<file path="src/sv/fabr_pkg.sv">
// Package for the flame alarm beeper and report scheduler.
// Holds register indexes, reset values and field widths; no dependencies.
`timescale 1ns / 1ps
package fabr_pkg;

  localparam int TIME_BITS_DEFAULT = 32;
  localparam int NOW_W             = 32;
  localparam int APB_ADDR_W        = 5;
  localparam int APB_DATA_W        = 32;

  localparam int CONFIRM_W = 8;
  localparam int BEEP_W    = 16;
  localparam int HOLD_W    = 22;
  localparam int HBEAT_W   = 22;

  // Heartbeat wrap formula adds this constant when the clock has wrapped.
  localparam logic [NOW_W-1:0] HB_ALL_ONES = 32'hFFFF_FFFF;

  localparam logic [CONFIRM_W-1:0] CONFIRM_RESET = 8'd3;
  localparam logic [BEEP_W-1:0]    BEEP_ON_RESET  = 16'd500;
  localparam logic [BEEP_W-1:0]    BEEP_OFF_RESET = 16'd500;
  localparam logic [HOLD_W-1:0]    HOLD_RESET     = 22'd30000;
  localparam logic [HBEAT_W-1:0]   HBEAT_RESET    = 22'd60000;

  typedef enum logic [2:0] {
    REG_CONFIRM_COUNT = 3'd0,
    REG_BEEP_ON_MS    = 3'd1,
    REG_BEEP_OFF_MS   = 3'd2,
    REG_ALARM_HOLD_MS = 3'd3,
    REG_HEARTBEAT_MS  = 3'd4
  } reg_index_t;

  typedef enum logic {
    ACT_SAMPLE  = 1'b0,
    ACT_OUTCOME = 1'b1
  } action_t;

endpackage

</file>
<file path="src/sv/fabr_if.sv">
// Valid/ready channel interfaces for the flame alarm block.
// The item channel carries samples and report outcomes; the result channel carries outputs.
`timescale 1ns / 1ps
interface fabr_item_if
  import fabr_pkg::*;
();
  logic             valid;
  logic             ready;
  logic             action;
  logic [NOW_W-1:0] now_ms;
  logic             flame_raw;
  logic             report_ok;

  modport source (output valid, action, now_ms, flame_raw, report_ok, input ready);
  modport sink   (input valid, action, now_ms, flame_raw, report_ok, output ready);
endinterface

interface fabr_result_if;
  logic valid;
  logic ready;
  logic beeper_sound;
  logic alarm_active;
  logic fire_confirmed;
  logic report_request;

  modport source (output valid, beeper_sound, alarm_active, fire_confirmed, report_request,
                  input ready);
  modport sink   (input valid, beeper_sound, alarm_active, fire_confirmed, report_request,
                  output ready);
endinterface

</file>
<file path="src/sv/flame_alarm_beeper_reporter.sv">
// Flame alarm beeper and report scheduler: one result transaction for every item
// transaction, one item per clock cycle sustained; throughput is set only by the result
// channel's ready. An accepted item is registered, then compares and subtracts on the
// held state produce the result register. Times are kept modulo 2^TIME_BITS.
// Registers must be written over the APB port only while idle; the block does not check.
`timescale 1ns / 1ps
module flame_alarm_beeper_reporter
  import fabr_pkg::*;
#(
  parameter int TIME_BITS = TIME_BITS_DEFAULT
) (
  input  logic                  clk,
  input  logic                  rst,
  fabr_item_if.sink             item,
  fabr_result_if.source         res,
  input  logic                  psel,
  input  logic                  penable,
  input  logic                  pwrite,
  input  logic [APB_ADDR_W-1:0] paddr,
  input  logic [APB_DATA_W-1:0] pwdata,
  output logic [APB_DATA_W-1:0] prdata,
  output logic                  pready
);

  localparam int CMP_W = (TIME_BITS > HOLD_W) ? TIME_BITS : HOLD_W;
  localparam int HB_W  = ((TIME_BITS > NOW_W) ? TIME_BITS : NOW_W) + 1;

  // Configuration registers
  logic [CONFIRM_W-1:0] confirm_count;
  logic [BEEP_W-1:0]    beep_on_ms;
  logic [BEEP_W-1:0]    beep_off_ms;
  logic [HOLD_W-1:0]    alarm_hold_ms;
  logic [HBEAT_W-1:0]   heartbeat_ms;
  reg_index_t           reg_sel;

  assign pready  = 1'b1;
  assign reg_sel = reg_index_t'(paddr[APB_ADDR_W-1:2]);

  always_ff @(posedge clk) begin
    if (rst) begin
      confirm_count <= CONFIRM_RESET;
      beep_on_ms    <= BEEP_ON_RESET;
      beep_off_ms   <= BEEP_OFF_RESET;
      alarm_hold_ms <= HOLD_RESET;
      heartbeat_ms  <= HBEAT_RESET;
    end else if (psel && penable && pwrite && pready) begin
      unique case (reg_sel)
        REG_CONFIRM_COUNT: confirm_count <= pwdata[CONFIRM_W-1:0];
        REG_BEEP_ON_MS:    beep_on_ms    <= pwdata[BEEP_W-1:0];
        REG_BEEP_OFF_MS:   beep_off_ms   <= pwdata[BEEP_W-1:0];
        REG_ALARM_HOLD_MS: alarm_hold_ms <= pwdata[HOLD_W-1:0];
        REG_HEARTBEAT_MS:  heartbeat_ms  <= pwdata[HBEAT_W-1:0];
        default: ;
      endcase
    end
  end

  always_comb begin
    unique case (reg_sel)
      REG_CONFIRM_COUNT: prdata = APB_DATA_W'(confirm_count);
      REG_BEEP_ON_MS:    prdata = APB_DATA_W'(beep_on_ms);
      REG_BEEP_OFF_MS:   prdata = APB_DATA_W'(beep_off_ms);
      REG_ALARM_HOLD_MS: prdata = APB_DATA_W'(alarm_hold_ms);
      REG_HEARTBEAT_MS:  prdata = APB_DATA_W'(heartbeat_ms);
      default:           prdata = '0;
    endcase
  end

  // Input register stage
  logic             s1_valid;
  logic             s1_action;
  logic [NOW_W-1:0] s1_now_ms;
  logic             s1_flame_raw;
  logic             s1_report_ok;
  logic             advance;

  // Result register stage
  logic out_valid;
  logic out_beeper;
  logic out_alarm;
  logic out_fire;
  logic out_request;

  assign advance    = !out_valid || res.ready;
  assign item.ready = !s1_valid || advance;

  always_ff @(posedge clk) begin
    if (rst) begin
      s1_valid <= 1'b0;
    end else if (item.ready) begin
      s1_valid <= item.valid;
    end
  end

  always_ff @(posedge clk) begin
    if (item.valid && item.ready) begin
      s1_action    <= item.action;
      s1_now_ms    <= item.now_ms;
      s1_flame_raw <= item.flame_raw;
      s1_report_ok <= item.report_ok;
    end
  end

  // Alarm and report state
  logic [CONFIRM_W-1:0] hit_run,          hit_run_next;
  logic                 prev_fire,        prev_fire_next;
  logic                 alarm_on,         alarm_on_next;
  logic                 beep_phase,       beep_phase_next;
  logic [TIME_BITS-1:0] alarm_start,      alarm_start_next;
  logic [TIME_BITS-1:0] phase_start,      phase_start_next;
  logic [TIME_BITS-1:0] last_report_time, last_report_time_next;
  logic                 alarm_dirty,      alarm_dirty_next;
  logic                 fire_dirty,       fire_dirty_next;
  logic                 retry_pending,    retry_pending_next;
  logic                 request;

  logic [TIME_BITS-1:0] now_t;
  logic                 fire_now;
  logic                 changed;
  logic                 start;
  logic                 on1;
  logic                 phase1;
  logic [TIME_BITS-1:0] pstart1;
  logic [TIME_BITS-1:0] astart1;
  logic [TIME_BITS-1:0] phase_el;
  logic [TIME_BITS-1:0] alarm_el;
  logic [BEEP_W-1:0]    phase_limit;
  logic                 toggle;
  logic                 phase2;
  logic                 stop;
  logic [TIME_BITS-1:0] hb_el;
  logic [HB_W-1:0]      hb_wrap;

  always_comb begin
    now_t = TIME_BITS'(s1_now_ms);

    // Debounce: the run saturates at the confirm count, one miss clears it.
    if (s1_flame_raw) begin
      hit_run_next = (hit_run < confirm_count) ? hit_run + 1'b1 : hit_run;
    end else begin
      hit_run_next = '0;
    end
    fire_now = (hit_run_next >= confirm_count);
    changed  = (fire_now != prev_fire);

    start   = fire_now && !prev_fire && !alarm_on;
    on1     = alarm_on || start;
    phase1  = start ? 1'b1 : beep_phase;
    pstart1 = start ? now_t : phase_start;
    astart1 = start ? now_t : alarm_start;

    phase_el    = now_t - pstart1;
    phase_limit = phase1 ? beep_on_ms : beep_off_ms;
    toggle      = on1 && (CMP_W'(phase_el) >= CMP_W'(phase_limit));
    phase2      = toggle ? !phase1 : phase1;

    // An alarm whose start time reads zero is never stopped.
    alarm_el = now_t - astart1;
    stop     = !fire_now && on1 && (astart1 != '0) &&
               (CMP_W'(alarm_el) >= CMP_W'(alarm_hold_ms));

    // Heartbeat elapsed time is one short of the true difference after a wrap.
    hb_wrap = HB_W'(now_t) + HB_W'(HB_ALL_ONES) - HB_W'(last_report_time);
    if (now_t >= last_report_time) begin
      hb_el = now_t - last_report_time;
    end else begin
      hb_el = hb_wrap[TIME_BITS-1:0];
    end

    hit_run_next          = hit_run;
    prev_fire_next        = prev_fire;
    alarm_on_next         = alarm_on;
    beep_phase_next       = beep_phase;
    alarm_start_next      = alarm_start;
    phase_start_next      = phase_start;
    last_report_time_next = last_report_time;
    alarm_dirty_next      = alarm_dirty;
    fire_dirty_next       = fire_dirty;
    retry_pending_next    = retry_pending;
    request               = 1'b0;

    if (action_t'(s1_action) == ACT_OUTCOME) begin
      if (!s1_report_ok && fire_dirty) begin
        retry_pending_next = 1'b1;
      end
    end else begin
      hit_run_next     = s1_flame_raw ?
                         ((hit_run < confirm_count) ? hit_run + 1'b1 : hit_run) : '0;
      prev_fire_next   = fire_now;
      fire_dirty_next  = changed;
      alarm_on_next    = stop ? 1'b0 : on1;
      beep_phase_next  = stop ? 1'b0 : phase2;
      alarm_start_next = stop ? '0 : astart1;
      phase_start_next = toggle ? now_t : pstart1;
      alarm_dirty_next = alarm_dirty || start || toggle || stop;

      request = changed || alarm_dirty_next || retry_pending ||
                (CMP_W'(hb_el) >= CMP_W'(heartbeat_ms));
      if (request) begin
        retry_pending_next    = 1'b0;
        alarm_dirty_next      = 1'b0;
        last_report_time_next = now_t;
      end
    end
  end

  always_ff @(posedge clk) begin
    if (rst) begin
      hit_run          <= '0;
      prev_fire        <= 1'b0;
      alarm_on         <= 1'b0;
      beep_phase       <= 1'b0;
      alarm_start      <= '0;
      phase_start      <= '0;
      last_report_time <= '0;
      alarm_dirty      <= 1'b0;
      fire_dirty       <= 1'b0;
      retry_pending    <= 1'b0;
    end else if (s1_valid && advance) begin
      hit_run          <= hit_run_next;
      prev_fire        <= prev_fire_next;
      alarm_on         <= alarm_on_next;
      beep_phase       <= beep_phase_next;
      alarm_start      <= alarm_start_next;
      phase_start      <= phase_start_next;
      last_report_time <= last_report_time_next;
      alarm_dirty      <= alarm_dirty_next;
      fire_dirty       <= fire_dirty_next;
      retry_pending    <= retry_pending_next;
    end
  end

  always_ff @(posedge clk) begin
    if (rst) begin
      out_valid <= 1'b0;
    end else if (advance) begin
      out_valid <= s1_valid;
    end
  end

  always_ff @(posedge clk) begin
    if (s1_valid && advance) begin
      out_beeper  <= beep_phase_next;
      out_alarm   <= alarm_on_next;
      out_fire    <= prev_fire_next;
      out_request <= request;
    end
  end

  assign res.valid          = out_valid;
  assign res.beeper_sound   = out_beeper;
  assign res.alarm_active   = out_alarm;
  assign res.fire_confirmed = out_fire;
  assign res.report_request = out_request;

  // The beeper can only sound while the alarm runs.
  a_beep_needs_alarm: assert property (@(posedge clk) disable iff (rst)
    !alarm_on |-> !beep_phase)
    else $error("beeper phase set without a running alarm");

  a_result_beep_needs_alarm: assert property (@(posedge clk) disable iff (rst)
    out_valid && !out_alarm |-> !out_beeper)
    else $error("result shows beeper sounding with alarm inactive");

  // A held item must not be dropped while the result side stalls.
  a_item_held: assert property (@(posedge clk) disable iff (rst)
    s1_valid && !advance |=> s1_valid)
    else $error("registered item lost during a stall");

  // A report request clears the pending retry and the alarm change flag.
  a_request_clears: assert property (@(posedge clk) disable iff (rst)
    s1_valid && advance && (action_t'(s1_action) == ACT_SAMPLE) && request
    |=> !retry_pending && !alarm_dirty)
    else $error("report request did not clear pending flags");

  a_outcome_no_request: assert property (@(posedge clk) disable iff (rst)
    s1_valid && advance && (action_t'(s1_action) == ACT_OUTCOME) |=> !out_request)
    else $error("outcome transaction produced a report request");

endmodule
</file>
<file path="src/flat_wrapper.sv">
// flat-port wrapper written by rule: the top's interface ports become plain ports
module flame_alarm_beeper_reporter_flat import fabr_pkg::*;
#(
  parameter int TIME_BITS = TIME_BITS_DEFAULT
)
  (clk, rst, psel, penable, pwrite, paddr, pwdata, prdata, pready, item_valid, item_action, item_now_ms, item_flame_raw, item_report_ok, item_ready, res_valid, res_beeper_sound, res_alarm_active, res_fire_confirmed, res_report_request, res_ready);
  fabr_item_if item_i ();
  fabr_result_if res_i ();
  input  logic clk;
  input  logic rst;
  input  logic psel;
  input  logic penable;
  input  logic pwrite;
  input  logic [APB_ADDR_W-1:0] paddr;
  input  logic [APB_DATA_W-1:0] pwdata;
  output logic [APB_DATA_W-1:0] prdata;
  output logic pready;
  input wire logic [$bits(item_i.valid)-1:0] item_valid;
  input wire logic [$bits(item_i.action)-1:0] item_action;
  input wire logic [$bits(item_i.now_ms)-1:0] item_now_ms;
  input wire logic [$bits(item_i.flame_raw)-1:0] item_flame_raw;
  input wire logic [$bits(item_i.report_ok)-1:0] item_report_ok;
  output wire logic [$bits(item_i.ready)-1:0] item_ready;
  output wire logic [$bits(res_i.valid)-1:0] res_valid;
  output wire logic [$bits(res_i.beeper_sound)-1:0] res_beeper_sound;
  output wire logic [$bits(res_i.alarm_active)-1:0] res_alarm_active;
  output wire logic [$bits(res_i.fire_confirmed)-1:0] res_fire_confirmed;
  output wire logic [$bits(res_i.report_request)-1:0] res_report_request;
  input wire logic [$bits(res_i.ready)-1:0] res_ready;
  assign item_i.valid = item_valid;
  assign item_i.action = item_action;
  assign item_i.now_ms = item_now_ms;
  assign item_i.flame_raw = item_flame_raw;
  assign item_i.report_ok = item_report_ok;
  assign item_ready = item_i.ready;
  assign res_valid = res_i.valid;
  assign res_beeper_sound = res_i.beeper_sound;
  assign res_alarm_active = res_i.alarm_active;
  assign res_fire_confirmed = res_i.fire_confirmed;
  assign res_report_request = res_i.report_request;
  assign res_i.ready = res_ready;
  flame_alarm_beeper_reporter #(.TIME_BITS(TIME_BITS)) u_core (.clk(clk), .rst(rst), .item(item_i), .res(res_i), .psel(psel), .penable(penable), .pwrite(pwrite), .paddr(paddr), .pwdata(pwdata), .prdata(prdata), .pready(pready));
endmodule
</file>
<file path="config.mk">
export PLATFORM = sky130hd
export DESIGN_NAME = flame_alarm_beeper_reporter_flat
export DESIGN_NICKNAME = d
export VERILOG_FILES = /design/src/sv/fabr_pkg.sv /design/src/sv/fabr_if.sv /design/src/sv/flame_alarm_beeper_reporter.sv /design/src/flat_wrapper.sv
export SDC_FILE = /design/constraint.sdc
export NUM_CORES = 1
export LEC_CHECK = 0
export BUFFER_PORTS_ARGS = -buffer_cell sky130_fd_sc_hd__buf_2
export CELL_PAD_IN_SITES_DETAIL_PLACEMENT = 0
export CELL_PAD_IN_SITES_GLOBAL_PLACEMENT = 1
export CORE_ASPECT_RATIO = 1.5
export CORE_MARGIN = 2
export CORE_UTILIZATION = 45
export CTS_BUF_LIST = sky130_fd_sc_hd__clkbuf_4
export DETAILED_ROUTE_END_ITERATION = 6
export PLACE_DENSITY = 0.84
export SYNTH_ARGS = -nofsm -noshare
export SYNTH_HDL_FRONTEND = slang
export SYNTH_SLANG_ARGS = --single-unit
</file>
<file path="constraint.sdc">
create_clock -name clk -period 13.88 [get_ports clk]
set_clock_uncertainty 0.1 [all_clocks]
set_input_delay 0.694 -clock clk [delete_from_list [all_inputs] [get_ports clk]]
set_output_delay 0.694 -clock clk [all_outputs]
set_load 0.02 [all_outputs]
</file>
-- After elaboration in Yosys (flattened, before gate mapping)
Cells that the tools add are included.
- flip-flop bits (word level): 235
- input bits: 79
- output and inout bits: 39
- add/sub/neg operators: 6
- $lt $le $gt $ge: 6
- eq/ne operators: 6
- multiplexer cells: 20
- bitwise operators: 1
- reductions and logical operators: 38
- operator list (kind ; count):
    two-way mux 32 bit ; 5
    subtractor 32 bit ; 4
    one-hot mux 22 bit (5 select lines) ; 1
    greater-or-equal comparator 32 x 22 -> 1 bit ; 2
    adder 32 bit (second input constant) ; 1
    greater-or-equal comparator 32 x 16 -> 1 bit ; 1
    greater-or-equal comparator 32 bit ; 1
    nonzero test 32 bit ; 1
    two-way mux 16 bit ; 1
    two-way mux 8 bit ; 2
    AND reduction 2 bit ; 6
    logical AND 1 bit ; 11
    two-way mux 1 bit ; 11
    logical OR 1 bit ; 9
    adder 8 x 1 -> 8 bit (second input constant) ; 1
    greater-or-equal comparator 8 bit ; 1
    less-than comparator 8 bit ; 1
    zero test 1 bit ; 7
    equality test 3 x 2 -> 1 bit (second input constant) ; 2
    AND reduction 3 bit ; 2
    equality test 3 x 1 -> 1 bit (second input constant) ; 1
    equality test 3 bit (second input constant) ; 1
    zero test 3 bit ; 1
    != test 2 bit (second input constant) ; 1
    other kinds (3) ; 3

-- Longest topological paths before layout
- depth after elaboration: 17
- gate-level depth with buffers: 50
- depth with buffers taken out: 43

-- Worst setup path before layout
Ideal clock, no wire load.
- kind: reg2reg
- from: register u_core.confirm_count[1]
- to: register u_core.last_report_time[4]
- library setup time: 0.120 ns
- arrival time: 9.963 ns
- data required time: 13.660 ns
- setup slack: 3.697 ns
- stages on the path, launching flop included: 50
- path buffers: 8
- period minus slack after synthesis: 10.183 ns
- cells stage by stage: dfxtp_1 -> inv_1 -> ha_1 -> a21o_1 -> a21o_1 -> a21o_1 -> a21o_1 -> a21o_1 -> a21o_1 -> a211oi_1 -> nand3_1 -> xor2_1 -> nor2_1 -> ha_1 -> a21o_1 -> o21ai_0 -> a21oi_1 -> ha_1 -> [14 not listed] -> or3_1 -> clkbuf_1 -> a21o_1 -> a21oi_1 -> xnor2_1 -> ha_1 -> nor2b_1 -> o21ai_0 -> o2111ai_1 -> or4_1 -> a211oi_1 -> o2111a_1 -> nand4_1 -> nor3b_1 -> a2bb2oi_2 -> a31oi_4 -> buf_6 -> mux2i_1
- word-level cells in the longest chain between the ends: 16
- elaborated cells on any way between the ends: 29
- those cells by class: 2 x add/sub; 4 x order compare; 1 x eq/ne; 6 x mux; 16 x reduce/logical
- ends and longest elaborated chain (item ; RTL line ; source):
    start: declaration ; flame_alarm_beeper_reporter.sv:29 ; logic [CONFIRM_W-1:0] confirm_count;
    start signal: assignment ; flame_alarm_beeper_reporter.sv:48 ; REG_CONFIRM_COUNT: confirm_count <= pwdata[CONFIRM_W-1:0];
    less-than comparator 8 bit ; flame_alarm_beeper_reporter.sv:139 ; hit_run_next = (hit_run < confirm_count) ? hit_run + 1'b1 : hit_run;
    two-way mux 8 bit (2 in a row) ; - ;
    greater-or-equal comparator 8 bit (*) ; flame_alarm_beeper_reporter.sv:143 ; fire_now = (hit_run_next >= confirm_count);
    logical AND 1 bit (2 in a row) ; flame_alarm_beeper_reporter.sv:146 ; start = fire_now && !prev_fire && !alarm_on;
    two-way mux 32 bit or two-way mux 1 bit (tied branches) ; flame_alarm_beeper_reporter.sv:149, flame_alarm_beeper_reporter.sv:148 ;
    subtractor 32 bit or two-way mux 16 bit (tied branches) ; flame_alarm_beeper_reporter.sv:152, flame_alarm_beeper_reporter.sv:153 ;
    greater-or-equal comparator 32 x 16 -> 1 bit ; flame_alarm_beeper_reporter.sv:154 ; toggle = on1 && (CMP_W'(phase_el) >= CMP_W'(phase_limit));
    logical AND 1 bit ; flame_alarm_beeper_reporter.sv:154 ;
    logical OR 1 bit (2 in a row) ; flame_alarm_beeper_reporter.sv:195 ; alarm_dirty_next = alarm_dirty || start || toggle || stop;
    logical OR 1 bit (*) (3 in a row) ; flame_alarm_beeper_reporter.sv:197 ; request = changed || alarm_dirty_next || retry_pending ||
    AND reduction 3 bit (no source line) (*) ; - ;
    end signal: assignment ; flame_alarm_beeper_reporter.sv:226 ; last_report_time <= last_report_time_next;
    end: declaration ; flame_alarm_beeper_reporter.sv:111 ; logic [TIME_BITS-1:0] last_report_time, last_report_time_next;
Mark *: on every way between the ends. The rest lies on a longest branch, timed or not.
A chain may end at the register's enable or synchronous reset.

-- Worst setup path in the final report
- from: register u_core.confirm_count[1]
- to: register u_core.last_report_time[29]
The elaborated chain is that of the path after synthesis.

==> impl_metrics.ini <==
[die]
die_y_um = 253
fp-row-count = 91
core_sq_um = 40900
die_w_um = 170
start_util_pct = 45.4
top_level_ports = 118
die_area_sq_um = 42900

[final_layout]
stdcell_count = 3004
fill_cells = 4062
final_design_area_no_fill_sq_um = 20400
area_growth_pct = 10.2
fin_nets = 2691
drive_gt1_share_pct = 10.5

[clock_tree]
htree_num_levels = 3
clkTransAtPathRegs_ns = 0.06
clock_latency_ns = 0.80
cts_inserted_buffers = 68
post_cts_resized = 0
cts_root_buffer = clkbuf_4
cts_tree = yes
clockBufferDepth = 3
cts_sinks = 235

[job]
drv_cap = 0

[yosys]
netlist_instances = 2356
ys_dominant_reg_cell = dfxtp_1
synthArstFlopShare_pct = 0
ys_ff_latch = 235
ys.warnings.count = 0
synthTopCellsByArea = dfxtp_1 21%, ha_1 11%, a21oi_1 7.8%, edfxtp_1 6.3%, mux2i_1 6.3%
synth_edf_count = 39
yosysSeqAreaShare_pct = 27.5
yosysMostFrequentCell = nand2_1
synth_cell_type_count = 83
synthTopCellsByCount = 295 x nand2_1, 289 x a21oi_1, 196 x dfxtp_1
yosys.area.top_type = dfxtp_1
avgSynthCellArea_sq_um = 7.87
synth_top_area_share_pct = 21.2
syn-cell-area_sq_um = 18500

[global_routing]
grt_usage_pct = 29.0
antenna_found_initial = 2
grt_pass1_vias = 17200
grt_pass1_wl_um = 95700
grt_overflow = 0
grt_max_degree = 164

[detailed_routing]
avgRoutedWirePerCell_um = 21.1
vias_per_cell = 5.93
initialDrtViolationCount = 1410
num_vias = 17800
wl_um = 63300
ant_nets = 0
drc = 2
dr.pass1.iters = 7

[sta]
finalSetupTns_ns = 0
report.final.slew_viol_count = 0
slew_headroom_pct = 18.7
setup_violations = 0
tightest_slew_ns = 1.22
final.setup.worst_slack_ns = 2.56
fmax_mhz = 88.3
fin_crit_ns = 11.32
hold_violations = 0
fin_crit_sh_pct = 81.6
rsz0062_at_grt = no

[placed_design]
hpwl_um = 48900
placed_area_sq_um = 19200
gp_congestion = 0.966
port_buffers = 94
dp.cells = 2849
dp_slack_ns = 2.71

[worst_setup_path]
arrival_ns = 11.84
cpMostUsedCell = a21o_1
crit_required_ns = 14.39
startpoint = u_core.confirm_count[1]$_SDFFE_PP1P_
slowest_stage = nor2b_4
max_stage_delay_ns = 0.71
cp_max_fo = 35
cp-start-kind = register
endpoint_kind = register
critPathKind = register to register
regToRegStartpoint = u_core.confirm_count[1]$_SDFFE_PP1P_

[power]
leakage_nw = 8.03
p_per_area_nw_per_um2 = 89.7
vdd_ir_drop_max_mv = 0.0757
p_total_mw = 1.83

[min_path]
hold_path.class = input pin to register
hp-start = pwdata[16]

[run_status]
violations = design-rule violations
outcome = finished, violations left
[registers in the layout (all words and copies together), names as in the netlist, 8 cells and up]
name	flops
u_core.alarm_start	32
u_core.confirm_count	8
u_core.last_report_time	32
u_core.hit_run	8
u_core.phase_start	32
u_core.alarm_hold_ms	22
u_core.now_t	32
u_core.beep_on_ms	16
u_core.beep_off_ms	16
u_core.heartbeat_ms	22
[kinds of logic (layout without fill, tap and decap cells)]
logic type | after synthesis | after routing | synth area share (%)
mux | 127 | 127 | 6.95
buf+inv | 258 | 383 | 5.78
flops | 235 | 235 | 27.5
xor+xnor | 85 | 85 | 4.01
compound gates | 646 | 646 | 21.9
other cells | 2 | 14 | 0.0405
fa+ha+maj | 173 | 173 | 11.7
simple gates | 830 | 830 | 22.1
[report_power, final]
part | total (mW) | switching [mW] | leakage, nW | internal (mW)
registers | 0.732 | 0.0248 | 1.96 | 0.707
logic | 0.435 | 0.267 | 5.56 | 0.168
clock network | 0.667 | 0.327 | 0.504 | 0.340
total | 1.83 | 0.619 | 8.03 | 1.21
[routing by layer]
metal | GRT usage (%) | share of wire, % | wire length, um | vias up
met1 | 33.0 | 40 | 25200 | 8462
met4 | 16.9 | 6.0 | 3770 | 0
met3 | 3.65 | 4.6 | 2920 | 158
met2 | 51.6 | 50 | 31300 | 583
li1 | - | - | - | 8623
met5 | 0 | 0 | 0 | -
[worst paths after layout]
check	endpoint	slack, ns	cells after the start
max	u_core.last_report_time[29]$_SDFFE_PP0P_	2.56	44
min	u_core.alarm_hold_ms[16]$_SDFFE_PP0P_	0.05	3
max reg2reg	u_core.last_report_time[29]$_SDFFE_PP0P_	2.56	44
min reg2reg	u_core.alarm_start[21]$_SDFFE_PP0P_	0.35	2
[cell type report]
class                   instances  area, sq um  area share [%]
multi-input cells            1872        12400            60.9
flip-flops and latches        235         5090            24.9
repair buffers                145          947            4.63
clock buffers                  96          721            3.53
well taps                     511          639            3.13
inverters                     121          454            2.22
clock inverters                21          133           0.649
diodes                          3         7.51          0.0367
[worst max-delay path: cells and delay by family, from the launching register on]
| family | cells | cell delay, ns |
|---|---|---|
| adder cells (fa/ha/maj) | 6 | 1.99 |
| buffers and inverters | 4 | 0.76 |
| flip-flops | 1 | 0.38 |
| AO/OA/AOI/OAI | 20 | 4.58 |
| multiplexers | 1 | 0.16 |
| XOR/XNOR | 2 | 0.32 |
| AND/OR/NAND/NOR | 11 | 2.83 |
[through the flow]
| step | hold WS [ns] | utilization [%] |
|---|---|---|
| floorplan | 0.332 | - |
| global placement | 0.339 | 47.0 |
| detailed placement | 0.350 | 47.0 |
| CTS | 0.00323 | 50.0 |
| global route | 0.0198 | 50.0 |
| finish | 0.0528 | 50.0 |
[timing repair]
action	in CTS	in global routing
hold buffers	35	0
buffers inserted	0	0
hold endpoints to repair	35	0
endpoints found under the setup margin	0	0
[layout by cell type, fill, tap and decap left out, drive strengths merged, types with 20 or more instances in the layout]
master       Yosys  layout
nand2          295     295
a21oi          289     289
dfxtp          196     196
nor2           168     168
ha             166     166
inv            121     123
mux2i          116     116
buf             37     110
clkbuf         100      96
nand2b          89      89
o21ai           85      85
xnor2           55      55
nand4           47      47
a21o            45      45
edfxtp          39      39
and2            37      37
nor3            35      35
dlygate4sd3      0      35
or3             33      33
xor2            30      30
a211oi          29      29
nand3           24      24
a31oi           22      22
a211o           21      21
nor4            21      21
nor2b           20      20
(Power assumes the default switching activity.)
